==> config.mk <==
export PLATFORM = sky130hd
export DESIGN_NAME = fabm_ram
export DESIGN_NICKNAME = d
export VERILOG_FILES = /design/src/fabm_ram.sv
export SDC_FILE = /design/constraint.sdc
export NUM_CORES = 2
export LEC_CHECK = 0
export BUFFER_PORTS_ARGS = -buffer_cell sky130_fd_sc_hd__buf_2
export CAP_MARGIN = 20
export CORE_MARGIN = 2
export CORE_UTILIZATION = 50
export DETAILED_ROUTE_END_ITERATION = 7
export PLACE_DENSITY = 0.65
export SYNTH_ARGS = -nofsm -noshare
export SYNTH_HDL_FRONTEND = slang
export SYNTH_SLANG_ARGS = --single-unit
==> constraint.sdc <==
create_clock -name clock -period 4.91 [get_ports clock]
set_input_delay 0.982 -clock clock [delete_from_list [all_inputs] [get_ports clock]]
set_output_delay 0.982 -clock clock [all_outputs]
set_load 0.01 [all_outputs]
==> src/fabm_ram.sv <==
module fabm_ram #(
   parameter int unsigned WIDTH  = 32,
   parameter int unsigned DEPTH  = 128,
   parameter int unsigned ADDR_W = 7
) (
   input  logic              clock,
   input  logic              wr_en,
   input  logic [ADDR_W-1:0] wr_addr,
   input  logic [WIDTH-1:0]  wr_data,
   input  logic              rd_en,
   input  logic [ADDR_W-1:0] rd_addr,
   output logic [WIDTH-1:0]  rd_data
);

   logic [WIDTH-1:0] mem_ff [DEPTH];
   logic [WIDTH-1:0] rd_data_ff;

   // One write port and one registered read port; read data holds between reads.
   always_ff @(posedge clock) begin
      if (wr_en) begin
         mem_ff[wr_addr] <= wr_data;
      end
      if (rd_en) begin
         rd_data_ff <= mem_ff[rd_addr];
      end
   end

   assign rd_data = rd_data_ff;

endmodule
==> results.toml <==
[timing]
final_max_slew_viol_count = 0
setup_viol = 0
max_freq_mhz = 278
fin_crit_sh_pct = 73.3
period_needed_ns = 3.60
worst_pin_slew_ns = 1.16
rsz0062_at_grt = "false"
hold_violations = 0
relSlewSlack_pct = 22.7
finalSetupTns_ns = 0
holdWs_ns = 0.470
finalClockSkew_ns = 0.0624

[cts]
htree_levels = 5
clock_latency_ns = 0.96
cts.sinks = 4128
cts_setup_buffers = 0
cts_root_buffer = "clkbuf_16"
cts_inserted_buffers = 408
postCtsHoldBufs = 0
cts.path.max_buffers = 4
clk_pin_slew_ns = 0.06
cts_tree = "yes"
cts_resized = 0

[hold_path]
min_to = "mem_ff[99][21]$_DFFE_PP_"
min-delay-start = "wr_data[21]"
hold_depth = 1
min_path_type = "in -> reg"

[global_route]
grt_start_max_net_pins = 97
antenna_found_initial = 64
groute.usage.overall_pct = 26.2
first_global_vias = 71900
grt_overflow = 0
grt_pass1_wl_um = 573000

[cells_and_area]
finalInstanceArea_mm2 = 0.180
final_cell_mix = "4128 x edfxtp_1, 1344 x mux4_2, 411 x clkbuf_16"
nNetsFinal = 6635
final_common_cell = "edfxtp_1"
area_growth_syn_to_layout_pct = 14.7
drive_gt1_share_pct = 37.3
final_cells = 11100

[detailed_routing]
viasPerCell = 6.51
wl_per_cell_um = 37.2
num_vias = 72400
routed_wl_um = 414000
drt_iter0_drc = 11200
drc = 0
drt_first_pass_iters = 8
postRouteAntennaNets = 0

[synthesis]
seq_area_frac_synth_pct = 79.2
ys_ff_latch = 4128
synthTopCellsByArea = "edfxtp_1 79%, mux4_2 19%, clkbuf_1 0.44%, nor2_1 0.29%, buf_2 0.25%"
synth.avg_cell_area_um2 = 26.1
yosys.area.top_type_share_pct = 79.2
yosys_warnings = 0
synth_area_mm2 = 0.157
syn-num-nets = 6039
ys_types = 16
syn_inst = 5990
synth_top_cell_by_area = "edfxtp_1"

[critical_path]
slowest_delay_ns = 0.67
regToRegSetupSlack_ns = 2.14
cp_max_fo = 32
start_kind = "primary input"
cpMostUsedCell = "buf_12"
reg2reg_depth = 4
crit_buf_inv = 5
slowest_stage = "mux4_2"
crit_arrival_ns = 4.27
worstReg2RegEnd = "rd_data[20]$_DFFE_PP_"
required_ns = 5.58
cp-end-kind = "flop"
crit_cells = 9
path_cells = "buf_12 > buf_12 > buf_12 > buf_12 > buf_4 > mux4_2 > mux4_2 > mux4_2 > mux2_2"
cpLargestDelayFamily = "multiplexers"
r2r_start = "mem_ff[53][20]$_DFFE_PP_"
crit_type = "in -> reg"

[place]
gp_congestion = 0.853
dpl.cell_count = 10300
dp_hpwl_um = 235000
place_area_mm2 = 0.166
port_buffers = 80

[job]
maxCapViolations = 0

[power]
leakage_nw = 55.2
power_density_mw_per_mm2 = 410
ir_worst_vdd_v = 0.000288

[outcome]
outcome = "finished clean"

[floorplan]
die_area_mm2 = 0.318
die_y_um = 564
core_mm2 = 0.312
io_pins = 81
rows = 205
die_w_um = 564
start_util_pct = 50.2
-- stage by stage --
step	utilization (%)	setup slack (ns)	power, mW
2_1_floorplan	-	0.689	41.6
3_3_place_gp	53.4	0.359	43.7
3_5_place_dp	53.4	0.372	43.7
4_1_cts	57.6	1.40	74.1
5_1_grt	57.6	1.34	75.5
6_report	57.7	1.31	73.7
-- area by class of cell --
type                       count  area (um2)
tap                         4140        5180
fill                       21700      132000
multi-input combinational   1546       32300
timing repair buffer         502        5010
clock buffer                 494       10600
antenna                       47         118
clock inverter               257        2530
sequential                  4128      124000
-- logic make-up after synthesis --
kind of cell / count (synthesis) / synth area share (%)
buf+inv: 316 / 0.837
flops: 4128 / 79.2
mux: 1376 / 19.6
simple gates: 170 / 0.445
-- state kept, by name, indices dropped and copies added (netlist names) --
signal   cells
mem_ff    4096
rd_data     32
-- synth_stat cells, drive strengths merged --
master  instances
buf           134
clkbuf        182
edfxtp       4128
mux2           32
mux4         1344
nand2          14
nand2b          2
nand3          12
nand4           3
nor2          122
nor2b           7
nor3            9
or3             1
-- worst register-to-register path: stages, from the launching register on --
cell and delay (ns):
edfxtp_1 0.36, mux4_2 0.49, mux4_2 0.62, mux4_2 0.69, mux2_2 0.34
-- report_power, final --
part           internal (mW)  switching (mW)
Sequential              39.0           0.120
Combinational           1.53            2.39
Clock                   17.4            13.3
-- routing by layer --
metal,vias to the layer above,GRT usage [%],share of wire [%]
met5,-,0,0.040
met4,26,8.46,3.2
met3,620,5.45,10
met2,4043,41.3,48
met1,39900,37.1,38
li1,27800,-,-
-- worst max-delay path by stage --
stage / slack, ns / end / from
finish: 1.31 / rd_data[20]$_DFFE_PP_ / rd_addr[0]
detailed placement: 0.37 / rd_data[19]$_DFFE_PP_ / rd_addr[0]
global route: 1.34 / rd_data[20]$_DFFE_PP_ / rd_addr[0]
global placement: 0.36 / rd_data[19]$_DFFE_PP_ / rd_addr[0]
CTS: 1.40 / rd_data[20]$_DFFE_PP_ / rd_addr[0]
floorplan: 0.69 / mem_ff[98][0]$_DFFE_PP_ / wr_en
Note: power is estimated with default switching activity, not from simulation.
